$ cat src/parabolic_stop_and_reverse_unit_macros.svh
// Assertion macros for the parabolic stop-and-reverse unit.
// Expects clk_i and rst_ni in the scope where a macro is used.
`ifndef PARABOLIC_STOP_AND_REVERSE_UNIT_MACROS_SVH
`define PARABOLIC_STOP_AND_REVERSE_UNIT_MACROS_SVH

// Same-cycle implication, checked on every rising edge out of reset
`define SAR_ASSERT_NOW(lbl, ante, cons, msg) \
  lbl: assert property (@(posedge clk_i) disable iff (!rst_ni) (ante) |-> (cons)) \
    else $error(msg);

// Next-cycle implication
`define SAR_ASSERT_NEXT(lbl, ante, cons, msg) \
  lbl: assert property (@(posedge clk_i) disable iff (!rst_ni) (ante) |=> (cons)) \
    else $error(msg);

`endif

$ cat src/sar_pkg.sv
// Shared types and constants of the parabolic stop-and-reverse unit.
// No dependencies.
`default_nettype none

package sar_pkg;

  // Configuration port
  localparam int unsigned CfgIdxW  = 2;
  localparam int unsigned CfgDataW = 16;

  typedef enum logic [CfgIdxW-1:0] {
    CFG_ACCEL_START = 2'd0,
    CFG_ACCEL_STEP  = 2'd1,
    CFG_ACCEL_LIMIT = 2'd2
  } cfg_idx_e;

  // Register reset values, Q0.16 (about 0.02 and 0.2)
  localparam logic [CfgDataW-1:0] ACCEL_START_RST = 16'd1311;
  localparam logic [CfgDataW-1:0] ACCEL_STEP_RST  = 16'd1311;
  localparam logic [CfgDataW-1:0] ACCEL_LIMIT_RST = 16'd13107;

  // Flags of one step of the core
  typedef struct packed {
    logic valid;     // the bar gives a result
    logic is_short;
    logic reversed;
  } sar_flags_t;

endpackage

`default_nettype wire

$ cat src/sar_if.sv
// Request channels of the parabolic stop-and-reverse unit: price bars in,
// stop levels out. Valid/ready handshake; no dependencies.
`default_nettype none

interface sar_bar_if #(
  parameter int unsigned PRICE_BITS = 32
);
  logic                  valid;
  logic                  ready;
  logic [PRICE_BITS-1:0] bar_high;
  logic [PRICE_BITS-1:0] bar_low;
  logic                  series_start;

  modport source (output valid, bar_high, bar_low, series_start, input ready);
  modport sink   (input valid, bar_high, bar_low, series_start, output ready);
endinterface

interface sar_res_if #(
  parameter int unsigned PRICE_BITS = 32
);
  logic                  valid;
  logic                  ready;
  logic [PRICE_BITS-1:0] stop_level;
  logic                  is_short;
  logic                  reversed;

  modport source (output valid, stop_level, is_short, reversed, input ready);
  modport sink   (input valid, stop_level, is_short, reversed, output ready);
endinterface

`default_nettype wire

$ cat src/sar_cfg.sv
// Acceleration registers (start, step, limit) behind the plain write port.
// Depends on sar_pkg.
`default_nettype none

module sar_cfg #(
  parameter int unsigned ACCEL_FRAC_BITS = 16
) (
  input  wire logic                            clk_i,
  input  wire logic                            rst_ni,
  input  wire logic                            cfg_we_i,
  input  wire logic [sar_pkg::CfgIdxW-1:0]     cfg_idx_i,
  input  wire logic [sar_pkg::CfgDataW-1:0]    cfg_data_i,
  output logic      [ACCEL_FRAC_BITS-1:0]      accel_start_o,
  output logic      [ACCEL_FRAC_BITS-1:0]      accel_step_o,
  output logic      [ACCEL_FRAC_BITS-1:0]      accel_limit_o
);

  // bits of the write data that survive the Q0.F format
  localparam int unsigned KeepW =
    (ACCEL_FRAC_BITS < sar_pkg::CfgDataW) ? ACCEL_FRAC_BITS : sar_pkg::CfgDataW;

  logic [ACCEL_FRAC_BITS-1:0] wr_val;
  logic [ACCEL_FRAC_BITS-1:0] start_q, step_q, limit_q;

  assign wr_val = ACCEL_FRAC_BITS'(cfg_data_i[KeepW-1:0]);

  // register file, indices beyond the list are dropped
  always_ff @(posedge clk_i or negedge rst_ni) begin
    if (!rst_ni) begin
      start_q <= ACCEL_FRAC_BITS'(sar_pkg::ACCEL_START_RST);
      step_q  <= ACCEL_FRAC_BITS'(sar_pkg::ACCEL_STEP_RST);
      limit_q <= ACCEL_FRAC_BITS'(sar_pkg::ACCEL_LIMIT_RST);
    end else if (cfg_we_i) begin
      unique case (cfg_idx_i)
        sar_pkg::CFG_ACCEL_START: start_q <= wr_val;
        sar_pkg::CFG_ACCEL_STEP:  step_q  <= wr_val;
        sar_pkg::CFG_ACCEL_LIMIT: limit_q <= wr_val;
        default: ;
      endcase
    end
  end

  assign accel_start_o = start_q;
  assign accel_step_o  = step_q;
  assign accel_limit_o = limit_q;

endmodule

`default_nettype wire

$ cat src/sar_core.sv
// Stop-and-reverse recurrence: series state, position, extreme, stops and
// acceleration, updated once per bar. Depends on sar_pkg.
`default_nettype none

module sar_core #(
  parameter int unsigned PRICE_BITS      = 32,
  parameter int unsigned ACCEL_FRAC_BITS = 16
) (
  input  wire logic                       clk_i,
  input  wire logic                       rst_ni,
  input  wire logic                       fire_i,
  input  wire logic [PRICE_BITS-1:0]      high_i,
  input  wire logic [PRICE_BITS-1:0]      low_i,
  input  wire logic                       series_start_i,
  input  wire logic [ACCEL_FRAC_BITS-1:0] accel_start_i,
  input  wire logic [ACCEL_FRAC_BITS-1:0] accel_step_i,
  input  wire logic [ACCEL_FRAC_BITS-1:0] accel_limit_i,
  output logic      [PRICE_BITS-1:0]      stop_level_o,
  output sar_pkg::sar_flags_t             flags_o
);

  localparam int unsigned PW = PRICE_BITS;
  localparam int unsigned FW = ACCEL_FRAC_BITS;
  localparam int unsigned MW = PRICE_BITS + ACCEL_FRAC_BITS;

  // series state codes
  localparam logic [1:0] SER_NONE  = 2'd0;
  localparam logic [1:0] SER_FIRST = 2'd1;
  localparam logic [1:0] SER_RUN   = 2'd2;

  logic [1:0]    ser_q, ser_d;
  logic          short_q, short_d;
  logic [PW-1:0] ext_q, ext_d;
  logic [PW-1:0] stop_q, stop_d;
  logic [PW-1:0] sb_q, sb_d;
  logic [FW-1:0] acc_q, acc_d;
  logic [PW-1:0] lh_q, ll_q;

  logic          store_bar;
  logic          rev;
  logic          new_ext;
  logic [PW-1:0] ext_run;
  logic [FW:0]   acc_sum;
  logic [FW-1:0] acc_cap, acc_run;
  logic          up;
  logic [PW-1:0] span;
  logic [MW-1:0] prod;
  logic [PW-1:0] q;
  logic          rem;
  logic [PW-1:0] t_move, t_clamp;
  logic          init_short;

  assign store_bar = series_start_i || (ser_q == SER_NONE);

  // reversal and new extreme for the running case
  assign rev     = short_q ? (high_i >= stop_q) : (low_i <= stop_q);
  assign new_ext = short_q ? (low_i < ext_q) : (high_i > ext_q);
  assign ext_run = new_ext ? (short_q ? low_i : high_i) : ext_q;

  // acceleration bump, capped at the limit
  assign acc_sum = {1'b0, acc_q} + {1'b0, accel_step_i};
  assign acc_cap = (acc_sum > {1'b0, accel_limit_i}) ? accel_limit_i : acc_sum[FW-1:0];
  assign acc_run = new_ext ? acc_cap : acc_q;

  // previous stop moved toward the extreme by the scaled distance, new stop rounded down
  assign up   = ext_run >= sb_q;
  assign span = up ? (ext_run - sb_q) : (sb_q - ext_run);
  assign prod = MW'(span) * MW'(acc_run);
  assign q    = prod[MW-1:FW];
  assign rem  = |prod[FW-1:0];
  assign t_move = up ? (sb_q + q) : (sb_q - q - PW'(rem));

  // clamp by this bar and the one before
  always_comb begin
    t_clamp = t_move;
    if (short_q) begin
      if (t_move < high_i) t_clamp = (lh_q > high_i) ? lh_q : high_i;
    end else begin
      if (t_move > low_i) t_clamp = (ll_q < low_i) ? ll_q : low_i;
    end
  end

  assign init_short = !(high_i > lh_q);

  // next state
  always_comb begin
    ser_d   = ser_q;
    short_d = short_q;
    ext_d   = ext_q;
    stop_d  = stop_q;
    sb_d    = sb_q;
    acc_d   = acc_q;
    flags_o = '0;
    if (store_bar) begin
      ser_d = SER_FIRST;
    end else if (ser_q == SER_FIRST) begin
      ser_d   = SER_RUN;
      short_d = init_short;
      ext_d   = init_short ? ((lh_q > high_i) ? lh_q : high_i)
                           : ((ll_q < low_i) ? ll_q : low_i);
      stop_d  = ext_d;
      sb_d    = ext_d;
      acc_d   = accel_start_i;
      flags_o.valid = 1'b1;
    end else if (rev) begin
      short_d = !short_q;
      ext_d   = short_q ? high_i : low_i;
      stop_d  = ext_q;
      sb_d    = ext_q;
      acc_d   = accel_start_i;
      flags_o.valid    = 1'b1;
      flags_o.reversed = 1'b1;
    end else begin
      ext_d  = ext_run;
      acc_d  = acc_run;
      sb_d   = stop_q;
      stop_d = t_clamp;
      flags_o.valid = 1'b1;
    end
    flags_o.is_short = short_d;
  end

  assign stop_level_o = stop_d;

  // control state
  always_ff @(posedge clk_i or negedge rst_ni) begin
    if (!rst_ni) begin
      ser_q   <= SER_NONE;
      short_q <= 1'b0;
    end else if (fire_i) begin
      ser_q   <= ser_d;
      short_q <= short_d;
    end
  end

  // price and acceleration state, only read once a series has started
  always_ff @(posedge clk_i) begin
    if (fire_i) begin
      ext_q  <= ext_d;
      stop_q <= stop_d;
      sb_q   <= sb_d;
      acc_q  <= acc_d;
      lh_q   <= high_i;
      ll_q   <= low_i;
    end
  end

endmodule

`default_nettype wire

$ cat src/parabolic_stop_and_reverse_unit.sv
// Parabolic stop-and-reverse unit, top level: bar register, core, result register.
// Depends on sar_pkg, sar_if, sar_cfg, sar_core and the assertion macro header.
//
// Usage
//   bar_i  : one request per price bar (bar_high, bar_low, series_start).
//   sar_o  : one request per result (stop_level, is_short, reversed).
//   cfg_*  : write port for accel_start, accel_step and accel_limit (Q0.F);
//            write only while no bar is in flight.
// The first bar of a series is stored and gives no result; every later bar
// gives exactly one. A bar is registered on acceptance; the recurrence runs on
// the bar register once the result register has room, and its result is
// registered into the result register, which drives sar_o.valid. One bar per
// cycle is sustained while sar_o does not stall; the limit is the state update
// (compare, one multiply, clamp) feeding its own state registers.
// Reset clears the series state, so the next bar starts a series, and loads
// the acceleration registers with their defaults (0.02, 0.02, 0.2).
// When sar_o stalls, the result register holds and one more bar is taken
// into the bar register; bar_i.ready then drops until sar_o moves.
`default_nettype none
`include "parabolic_stop_and_reverse_unit_macros.svh"

module parabolic_stop_and_reverse_unit #(
  parameter int unsigned PRICE_BITS      = 32,
  parameter int unsigned ACCEL_FRAC_BITS = 16
) (
  input  wire logic                          clk_i,
  input  wire logic                          rst_ni,
  sar_bar_if.sink                            bar_i,
  sar_res_if.source                          sar_o,
  input  wire logic                          cfg_we_i,
  input  wire logic [sar_pkg::CfgIdxW-1:0]   cfg_idx_i,
  input  wire logic [sar_pkg::CfgDataW-1:0]  cfg_data_i
);

  logic                       in_valid_q, in_valid_d;
  logic [PRICE_BITS-1:0]      in_high_q, in_low_q;
  logic                       in_start_q;
  logic                       fire;
  logic                       take_bar;

  logic [ACCEL_FRAC_BITS-1:0] accel_start, accel_step, accel_limit;
  logic [PRICE_BITS-1:0]      core_stop;
  sar_pkg::sar_flags_t        core_flags;

  logic                       out_valid_q, out_valid_d;
  logic [PRICE_BITS-1:0]      out_stop_q;
  logic                       out_short_q, out_rev_q;

  // configuration registers
  sar_cfg #(
    .ACCEL_FRAC_BITS(ACCEL_FRAC_BITS)
  ) u_cfg (
    .clk_i        (clk_i),
    .rst_ni       (rst_ni),
    .cfg_we_i     (cfg_we_i),
    .cfg_idx_i    (cfg_idx_i),
    .cfg_data_i   (cfg_data_i),
    .accel_start_o(accel_start),
    .accel_step_o (accel_step),
    .accel_limit_o(accel_limit)
  );

  // bar register advances when the result register has room
  assign fire       = in_valid_q && (!out_valid_q || sar_o.ready);
  assign bar_i.ready = !in_valid_q || fire;
  assign take_bar   = bar_i.valid && bar_i.ready;
  assign in_valid_d = take_bar || (in_valid_q && !fire);

  always_ff @(posedge clk_i or negedge rst_ni) begin
    if (!rst_ni) begin
      in_valid_q <= 1'b0;
    end else begin
      in_valid_q <= in_valid_d;
    end
  end

  always_ff @(posedge clk_i) begin
    if (take_bar) begin
      in_high_q  <= bar_i.bar_high;
      in_low_q   <= bar_i.bar_low;
      in_start_q <= bar_i.series_start;
    end
  end

  // recurrence
  sar_core #(
    .PRICE_BITS     (PRICE_BITS),
    .ACCEL_FRAC_BITS(ACCEL_FRAC_BITS)
  ) u_core (
    .clk_i         (clk_i),
    .rst_ni        (rst_ni),
    .fire_i        (fire),
    .high_i        (in_high_q),
    .low_i         (in_low_q),
    .series_start_i(in_start_q),
    .accel_start_i (accel_start),
    .accel_step_i  (accel_step),
    .accel_limit_i (accel_limit),
    .stop_level_o  (core_stop),
    .flags_o       (core_flags)
  );

  // result register
  assign out_valid_d = fire ? core_flags.valid : (out_valid_q && !sar_o.ready);

  always_ff @(posedge clk_i or negedge rst_ni) begin
    if (!rst_ni) begin
      out_valid_q <= 1'b0;
    end else begin
      out_valid_q <= out_valid_d;
    end
  end

  always_ff @(posedge clk_i) begin
    if (fire && core_flags.valid) begin
      out_stop_q  <= core_stop;
      out_short_q <= core_flags.is_short;
      out_rev_q   <= core_flags.reversed;
    end
  end

  assign sar_o.valid      = out_valid_q;
  assign sar_o.stop_level = out_stop_q;
  assign sar_o.is_short   = out_short_q;
  assign sar_o.reversed   = out_rev_q;

  // checks
  `SAR_ASSERT_NOW(a_res_from_bar, $rose(out_valid_q), $past(fire), "result without a bar")
  `SAR_ASSERT_NEXT(a_bar_held, in_valid_q && !fire, in_valid_q, "stalled bar lost")
  `SAR_ASSERT_NOW(a_ready_low, !bar_i.ready, in_valid_q && out_valid_q && !sar_o.ready, "ready low")

endmodule

`default_nettype wire
$ cat src/flat_wrapper.sv
// flat-port wrapper written by rule: the top's interface ports become plain ports
module parabolic_stop_and_reverse_unit_flat 
#(
  parameter int unsigned PRICE_BITS      = 32,
  parameter int unsigned ACCEL_FRAC_BITS = 16
)
  (clk_i, rst_ni, cfg_we_i, cfg_idx_i, cfg_data_i, bar_i_valid, bar_i_bar_high, bar_i_bar_low, bar_i_series_start, bar_i_ready, sar_o_valid, sar_o_stop_level, sar_o_is_short, sar_o_reversed, sar_o_ready);
  sar_bar_if #(.PRICE_BITS(PRICE_BITS)) bar_i_i ();
  sar_res_if #(.PRICE_BITS(PRICE_BITS)) sar_o_i ();
  input  wire logic clk_i;
  input  wire logic rst_ni;
  input  wire logic cfg_we_i;
  input  wire logic [sar_pkg::CfgIdxW-1:0] cfg_idx_i;
  input  wire logic [sar_pkg::CfgDataW-1:0] cfg_data_i;
  input wire logic [$bits(bar_i_i.valid)-1:0] bar_i_valid;
  input wire logic [$bits(bar_i_i.bar_high)-1:0] bar_i_bar_high;
  input wire logic [$bits(bar_i_i.bar_low)-1:0] bar_i_bar_low;
  input wire logic [$bits(bar_i_i.series_start)-1:0] bar_i_series_start;
  output wire logic [$bits(bar_i_i.ready)-1:0] bar_i_ready;
  output wire logic [$bits(sar_o_i.valid)-1:0] sar_o_valid;
  output wire logic [$bits(sar_o_i.stop_level)-1:0] sar_o_stop_level;
  output wire logic [$bits(sar_o_i.is_short)-1:0] sar_o_is_short;
  output wire logic [$bits(sar_o_i.reversed)-1:0] sar_o_reversed;
  input wire logic [$bits(sar_o_i.ready)-1:0] sar_o_ready;
  assign bar_i_i.valid = bar_i_valid;
  assign bar_i_i.bar_high = bar_i_bar_high;
  assign bar_i_i.bar_low = bar_i_bar_low;
  assign bar_i_i.series_start = bar_i_series_start;
  assign bar_i_ready = bar_i_i.ready;
  assign sar_o_valid = sar_o_i.valid;
  assign sar_o_stop_level = sar_o_i.stop_level;
  assign sar_o_is_short = sar_o_i.is_short;
  assign sar_o_reversed = sar_o_i.reversed;
  assign sar_o_i.ready = sar_o_ready;
  parabolic_stop_and_reverse_unit #(.PRICE_BITS(PRICE_BITS), .ACCEL_FRAC_BITS(ACCEL_FRAC_BITS)) u_core (.clk_i(clk_i), .rst_ni(rst_ni), .bar_i(bar_i_i), .sar_o(sar_o_i), .cfg_we_i(cfg_we_i), .cfg_idx_i(cfg_idx_i), .cfg_data_i(cfg_data_i));
endmodule
$ cat config.mk
export PLATFORM = sky130hd
export DESIGN_NAME = parabolic_stop_and_reverse_unit_flat
export DESIGN_NICKNAME = d
export VERILOG_FILES = /design/src/sar_pkg.sv /design/src/sar_if.sv /design/src/sar_cfg.sv /design/src/sar_core.sv /design/src/parabolic_stop_and_reverse_unit.sv /design/src/flat_wrapper.sv
export VERILOG_INCLUDE_DIRS = /design/src /design/src/src
export SDC_FILE = /design/constraint.sdc
export NUM_CORES = 2
export LEC_CHECK = 0
export ABC_AREA = 1
export BUFFER_PORTS_ARGS = -buffer_cell sky130_fd_sc_hd__buf_2
export CORE_MARGIN = 3
export CORE_UTILIZATION = 53
export CTS_CLUSTER_SIZE = 16
export DETAILED_ROUTE_END_ITERATION = 6
export PLACE_DENSITY = 0.69
export SYNTH_ARGS = -nofsm -noshare
export SYNTH_HDL_FRONTEND = slang
export SYNTH_SLANG_ARGS = --single-unit
$ cat constraint.sdc
create_clock -name clk_i -period 17 [get_ports clk_i]
set_input_delay 0 -clock clk_i [delete_from_list [all_inputs] [get_ports clk_i]]
set_output_delay 0 -clock clk_i [all_outputs]
set_load 0.02 [all_outputs]
Word-level counts from Yosys, hierarchy flattened:

Cells that the tools add are included.

* divide/modulo/power cells: 0
* equal/unequal tests: 3
* shift-type cells: 0
* add/subtract/negate cells: 6
* multiply operators: 1
* $lt $le $gt $ge: 11
* muxes and demuxes: 32
* reduce and logical (&&, ||, !) cells: 25
* bitwise gates (word level): 1

Operators by type and width (number)
* 32-bit two-way mux: 18
* 32-bit > comparator: 4
* 32-bit < comparator: 3
* 32-bit subtractor: 3
* 32-bit greater-or-equal comparator: 2
* 16-bit two-way mux: 4
* 32-bit by 16-bit multiplier with 48-bit output: 1
* 32-bit adder: 1
* 32-bit <= comparator: 1
* 32-bit by 1-bit subtractor with 32-bit output: 1
* 16-bit by 16-bit adder with 17-bit output: 1
* 17-bit by 16-bit > comparator with 1-bit output: 1
* 16-bit OR reduction: 1
* 2-bit AND reduction: 5
* 1-bit two-way mux: 8
* 1-bit logical NOT: 6
* 1-bit logical AND: 5
* 2-bit by 1-bit equality test with 1-bit output, second input constant: 2
* 2-bit logical NOT: 2
* 1-bit logical OR: 4
* 2-bit two-way mux: 2
* 2-bit equality test, second input constant: 1
* 2-bit nonzero test: 1
* 2-bit OR reduction: 1
* 1-bit NOT: 1

* input bits: 88
* ROM bits: 0
* register bits: 328
* memories kept: 0
* memory bits (writable): 0
* logic and storage cells: 98
* bits in latches: 0
* output and inout port bits: 36

Longest topological paths before layout:

* word-level depth: 15
* depth in mapped cells: 102
* mapped depth without buffers: 97

Cells and area by module:

A second synthesis with hierarchy kept.

* cells, all modules: 5939
* area total of the unflattened synthesis: 46557.2 sq um

By module, submodules not included
* sar_core: seq. area each 5360.1 sq um, area an instance 41406.0 sq um, times used 1, cells each 5611
* parabolic_stop_and_reverse_unit: seq. area each 3022.9 sq um, area an instance 3079.2 sq um, times used 1, cells each 114
* sar_cfg: seq. area each 1228.7 sq um, area an instance 2072.0 sq um, times used 1, cells each 214

Worst setup path before layout:

OpenSTA, ideal clock, no wires.

* kind: reg2reg
* from: register u_core.in_high_q[1]
* to: register u_core.out_stop_q[27], in the netlist u_core.sar_o.stop_level[27], data pin
* path slack: 2204 ps
* required time: 16739 ps
* data arrival time: 14535 ps
* stages on the path, launching flop included: 92
* period minus slack after synthesis: 14796 ps
* path buffers: 7
* setup time: 261 ps
* cells stage by stage: edfxtp_1 ha_1 inv_1 nor2_1 nor2_1 o21a_1 o221ai_1 nand2_1 o2111ai_1 nand2_1 a32oi_1 nand2_1 nand2_1 buf_1 buf_1 nand2_1 o21ai_0 inv_1 (+56 left out) a21oi_1 xor2_1 nand2_1 nand2_1 inv_1 ha_1 inv_1 nor4_1 nand4_1 or2_2 a21oi_1 clkbuf_1 buf_1 nand3_1 nand3_1 nand2_1 nand2_1 a21oi_1

* word-level cells in the longest chain between the ends: 15
* elaborated cells between the ends (all ways): 29
* classes of those cells: add/sub: 5; mul: 1; order compare: 7; mux: 15; reduce/logical: 1

RTL lines
* start: declaration: line parabolic_stop_and_reverse_unit.sv:36 `logic [PRICE_BITS-1:0] in_high_q, in_low_q;`
* start signal: assignment: line parabolic_stop_and_reverse_unit.sv:79 `in_high_q <= bar_i.bar_high;`
* 32-bit > comparator: line sar_core.sv:57 `assign new_ext = short_q ? (low_i < ext_q) : (high_i > ext_q);`
* 1-bit two-way mux: line sar_core.sv:57
* 32-bit two-way mux: line sar_core.sv:58 `assign ext_run = new_ext ? (short_q ? low_i : high_i) : ext_q;`
* 32-bit subtractor or 32-bit greater-or-equal comparator (tied branches): line sar_core.sv:67, sar_core.sv:66
* 32-bit two-way mux: line sar_core.sv:67 `assign span = up ? (ext_run - sb_q) : (sb_q - ext_run);`
* 32-bit by 16-bit multiplier with 48-bit output: line sar_core.sv:68 `assign prod = MW'(span) * MW'(acc_run);`
* 32-bit subtractor or 16-bit OR reduction (tied branches): line sar_core.sv:71, sar_core.sv:70
* 32-bit by 1-bit subtractor with 32-bit output: line sar_core.sv:71 `assign t_move = up ? (sb_q + q) : (sb_q - q - PW'(rem));`
* 32-bit two-way mux: line sar_core.sv:71
* 32-bit > comparator or 32-bit < comparator (tied branches): line sar_core.sv:79, sar_core.sv:77
* 32-bit two-way mux, on equally long branches: line sar_core.sv:79, sar_core.sv:77
* 32-bit two-way mux: line sar_core.sv:76 `if (short_q) begin`
* 32-bit two-way mux: line sar_core.sv:105 `end else if (rev) begin`
* 32-bit two-way mux *: line sar_core.sv:96 `end else if (ser_q == SER_FIRST) begin`
* 32-bit two-way mux *: line sar_core.sv:94 `if (store_bar) begin`
* named net u_core.core_stop[27]: line parabolic_stop_and_reverse_unit.sv:42 `logic [PRICE_BITS-1:0] core_stop;`
* end signal: assignment: line parabolic_stop_and_reverse_unit.sv:116 `out_stop_q <= core_stop;`
* end: declaration: line parabolic_stop_and_reverse_unit.sv:46 `logic [PRICE_BITS-1:0] out_stop_q;`

The timed path passes the listed nets; every way through them passes the cells marked *.
A chain may end at the register's enable or synchronous reset.

Worst setup path after layout:

* from: register u_core.u_core.ext_q[17]
* to: register u_core.u_core.stop_q[10], data pin

* word-level cells in the longest chain between the ends: 15
* elaborated cells between the ends (all ways): 23
* classes of those cells: add/sub: 5; mul: 1; order compare: 5; mux: 11; reduce/logical: 1

RTL lines
* start: declaration: line sar_core.sv:33 `logic [PW-1:0] ext_q, ext_d;`
* start signal: assignment: line sar_core.sv:139 `ext_q <= ext_d;`
* 32-bit > comparator or 32-bit < comparator (tied branches): line sar_core.sv:57
* 1-bit two-way mux: line sar_core.sv:57
* 32-bit two-way mux: line sar_core.sv:58
* 32-bit subtractor or 32-bit greater-or-equal comparator (tied branches): line sar_core.sv:67, sar_core.sv:66
* 32-bit two-way mux: line sar_core.sv:67
* 32-bit by 16-bit multiplier with 48-bit output: line sar_core.sv:68
* 32-bit subtractor or 16-bit OR reduction (tied branches): line sar_core.sv:71, sar_core.sv:70
* 32-bit by 1-bit subtractor with 32-bit output: line sar_core.sv:71
* 32-bit two-way mux *: line sar_core.sv:71
* 32-bit > comparator or 32-bit < comparator (tied branches): line sar_core.sv:79, sar_core.sv:77
* 32-bit two-way mux, on equally long branches: line sar_core.sv:79, sar_core.sv:77
* 32-bit two-way mux *: line sar_core.sv:76
* 32-bit two-way mux *: line sar_core.sv:105
* 32-bit two-way mux *: line sar_core.sv:96
* 32-bit two-way mux *: line sar_core.sv:94
* named net u_core.core_stop[10]: line parabolic_stop_and_reverse_unit.sv:42
* end signal: assignment: line sar_core.sv:140 `stop_q <= stop_d;`
* end: declaration: line sar_core.sv:34 `logic [PW-1:0] stop_q, stop_d;`

Marks and branches as above.

==> flow_summary.toml <==
[run_status]
status = "complete, but fails checks"
violations = "design-rule violations"

[die]
fp.dieW_um = 301
ios = 124
start_util_pct = 53.7
rows = 107
core-area_um2 = 85700
die_h_um = 301
die-area_um2 = 90400

[critical_path]
path_depth = 78
path_class = "register to register"
critical_path.slowest_cell = "fa_1"
slowest_delay_ns = 0.56
worst_ep_required_time_ns = 17.32
endpoint_kind = "register"
crit_buf_inv = 19
start_kind = "register"
cpLargestDelayFamily = "adder cells"
r2r_cells = 78
worstPathArrival_ns = 16.57
worstPathMaxFanout = 36

[detailed_routing]
wirelength_um = 156000
wire_per_inst_um = 21.0
wl_met2_um = 69800
num_vias = 42639
viasPerCell = 5.75
antenna_left = 0
top_layer_used = "met4"
wl_met3_um = 14300
route.detailed.drc = 1
drtIter0Drc = 4322
route.layer.met1.wl_um = 63700
firstDrtPassIters = 7

[global_routing]
grt_pass1_vias = 42975
grt_usage_pct = 34.5
gr-total-overflow = 0
grt_pass1_wl_um = 242000
antenna_found_initial = 1
grt_max_degree = 74

[layout]
fill_cells = 7899
regArea_um2 = 9620
antenna_cells = 0
stdcell_count = 7419
fin_util_pct = 60.2
multi_input_area_um2 = 31600
nets = 7315
syn2layout_area_growth_pct = 12.0
drive_gt1_share_pct = 8.53

[logic_synthesis]
syn-num-nets = 7017
synthFlopType = "edfxtp_1"
avgSynthCellArea_um2 = 7.74
yosysTopAreaCell = "fa_1"
yosysUniqueCellTypes = 68
synth_edf_count = 275
syn_inst = 5947
synth_warnings = 0
synth_sequential_area_ratio_pct = 20.9
synth-seq-cells = 328
synthesis.area_um2 = 46000
synth_area_leaders = "fa_1, edfxtp_1, ha_1"
async_flop_share_pct = 16.2
yosysTopAreaCellShare_pct = 18.4

[timing]
clock_skew_ns = 0.0279
fmax_mhz = 61.5
layout_setup_ws_ns = 0.750
post-route-min-period_ns = 16.25
holdWs_ns = 0.118
hold_viol = 0
drv_slew = 0
max_slew.worst_pin.slew_ns = 1.01
min_period_over_period_pct = 95.6
setup_viol = 0
slew_headroom_pct = 32.6

[placed_design]
place_congestion = 1.00
hpwl_um = 122000
place_inst = 7245
dp_slack_ns = 0.427
port_buffers = 123

[cts]
htreeDepth = 2
cts_root_buffer = "clkbuf_16"
insertion_delay_ns = 0.59
cts_buffer_depth = 3
cts_buffers = 40
clkTransAtPathRegs_ns = 0.06
clock-sinks = 328
cts_tree = "yes"

[worst_hold_path]
hold_path_class = "input pin to asynchronous set/reset pin"

[run]
maxCapViolCount = 0
flip-flops by register name, summed over array words and instances, names as in the netlist, 2 cells and up:
register	flops
u_core.in_low_q	32
u_core.sar_o.stop_level	32
u_core.u_cfg.accel_start_o	16
u_core.u_core.sb_q	32
u_core.u_core.ser_q	2
u_core.u_core.stop_q	32
u_core.u_cfg.accel_limit_o	16
u_core.u_cfg.accel_step_o	16
u_core.u_core.ll_q	32
u_core.u_core.ext_q	32
u_core.in_high_q	32
u_core.u_core.acc_q	16
u_core.u_core.lh_q	32
path summary, 6_finish.rpt:
check,startpoint,to,slack (ns)
min,rst_ni,u_core.u_core.ser_q[0],0.12
min reg2reg,u_core.u_cfg.accel_start_o[13],u_core.u_cfg.accel_start_o[13],0.49
max in group asynchronous,rst_ni,u_core.u_core.short_q,16.30
min in group clk_i,bar_i_bar_low[18],u_core.in_low_q[18],0.12
max reg2reg,u_core.u_core.ext_q[17],u_core.u_core.stop_q[10],0.75
max,u_core.u_core.ext_q[17],u_core.u_core.stop_q[10],0.75
per-layer routing:
metal	vias up	GRT usage, %
met3	420	5.32
met5	-	0
li1	19819	-
met2	2162	55.0
met1	20238	46.3
met4	0	15.6
per-stage QoR:
stage	instance area, um2	TNS, ns
5_1_grt	51500	-0.297
6_report	51500	0
4_1_cts	51300	0
2_1_floorplan	46000	0
3_5_place_dp	49100	0
3_3_place_gp	49100	0
cells in the final DEF (no fill, tap or decap), drive strengths merged, types with 4 or more instances in the layout:
master and n:
a2111oi 4, a211oi 19, a21boi 11, a21o 20, a21oi 400, a221oi 5
a31oi 22, buf 358, bufinv 4, clkbuf 52, clkinv 23, dfrtp 31
dfstp 22, dlygate4sd3 91, edfxtp 275, fa 424, ha 558, inv 1089
nand2 1245, nand3 362, nand3b 6, nand4 39, nor2 464, nor3 37
nor4 17, o2111ai 5, o211ai 64, o21a 25, o21ai 361, o21bai 42
o221ai 19, o31ai 8, or2 25, xnor2 33, xor2 83
cells by family after synthesis:
logic type | after synthesis | share of synthesized area [%]
AO/OA/AOI/OAI | 1020 | 12.6
XOR/XNOR | 116 | 2.26
adder cells (fa/ha/maj) | 982 | 33.6
buffers and inverters | 1293 | 10.8
flip-flops | 328 | 20.9
multiplexers | 3 | 0.0652
AND/OR/NAND/NOR | 2205 | 19.7
cell type report:
| class | count | share of cell area (%) |
|---|---|---|
| repair buffers | 450 | 6.67 |
| multi-input cells | 4326 | 61.3 |
| inverters | 1099 | 8.03 |
| well taps | 1144 | 2.78 |
| clock inverters | 20 | 0.410 |
| clock buffers | 52 | 2.15 |
| flip-flops and latches | 328 | 18.7 |
worst min-delay path, stage by stage:
cell           delay (ns)
dlygate4sd3_1        0.51
buf_2                0.09
buf_4                0.61
repair_timing:
| item | 4_1_cts | 5_1_grt |
|---|---|---|
| setup buffers | 0 | 11 |
| hold buffers | 91 | 0 |
| hold endpoints to repair | 147 | 0 |
| gates resized for setup | 0 | 31 |
| setup endpoints to repair | 0 | 64 |
synth_stat cells, types with 19 or more instances:
master,instances
ha_1,558
edfxtp_1,275
o21bai_1,42
clkbuf_1,99
a21o_1,20
nand2_1,1237
o211ai_1,63
xor2_1,80
buf_2,69
or2_2,24
xnor2_1,33
a21oi_1,398
nand3_1,362
fa_1,424
inv_2,19
dfstp_2,22
nand4_1,39
a31oi_1,21
inv_1,1074
nor2_1,462
buf_1,20
a211oi_1,19
o21a_1,25
dfrtp_1,31
o21ai_0,349
nor3_1,37
Power is left out: the tool's default activity adds up to more than one toggle a clock period on the data nets, which glitch-free logic cannot reach.
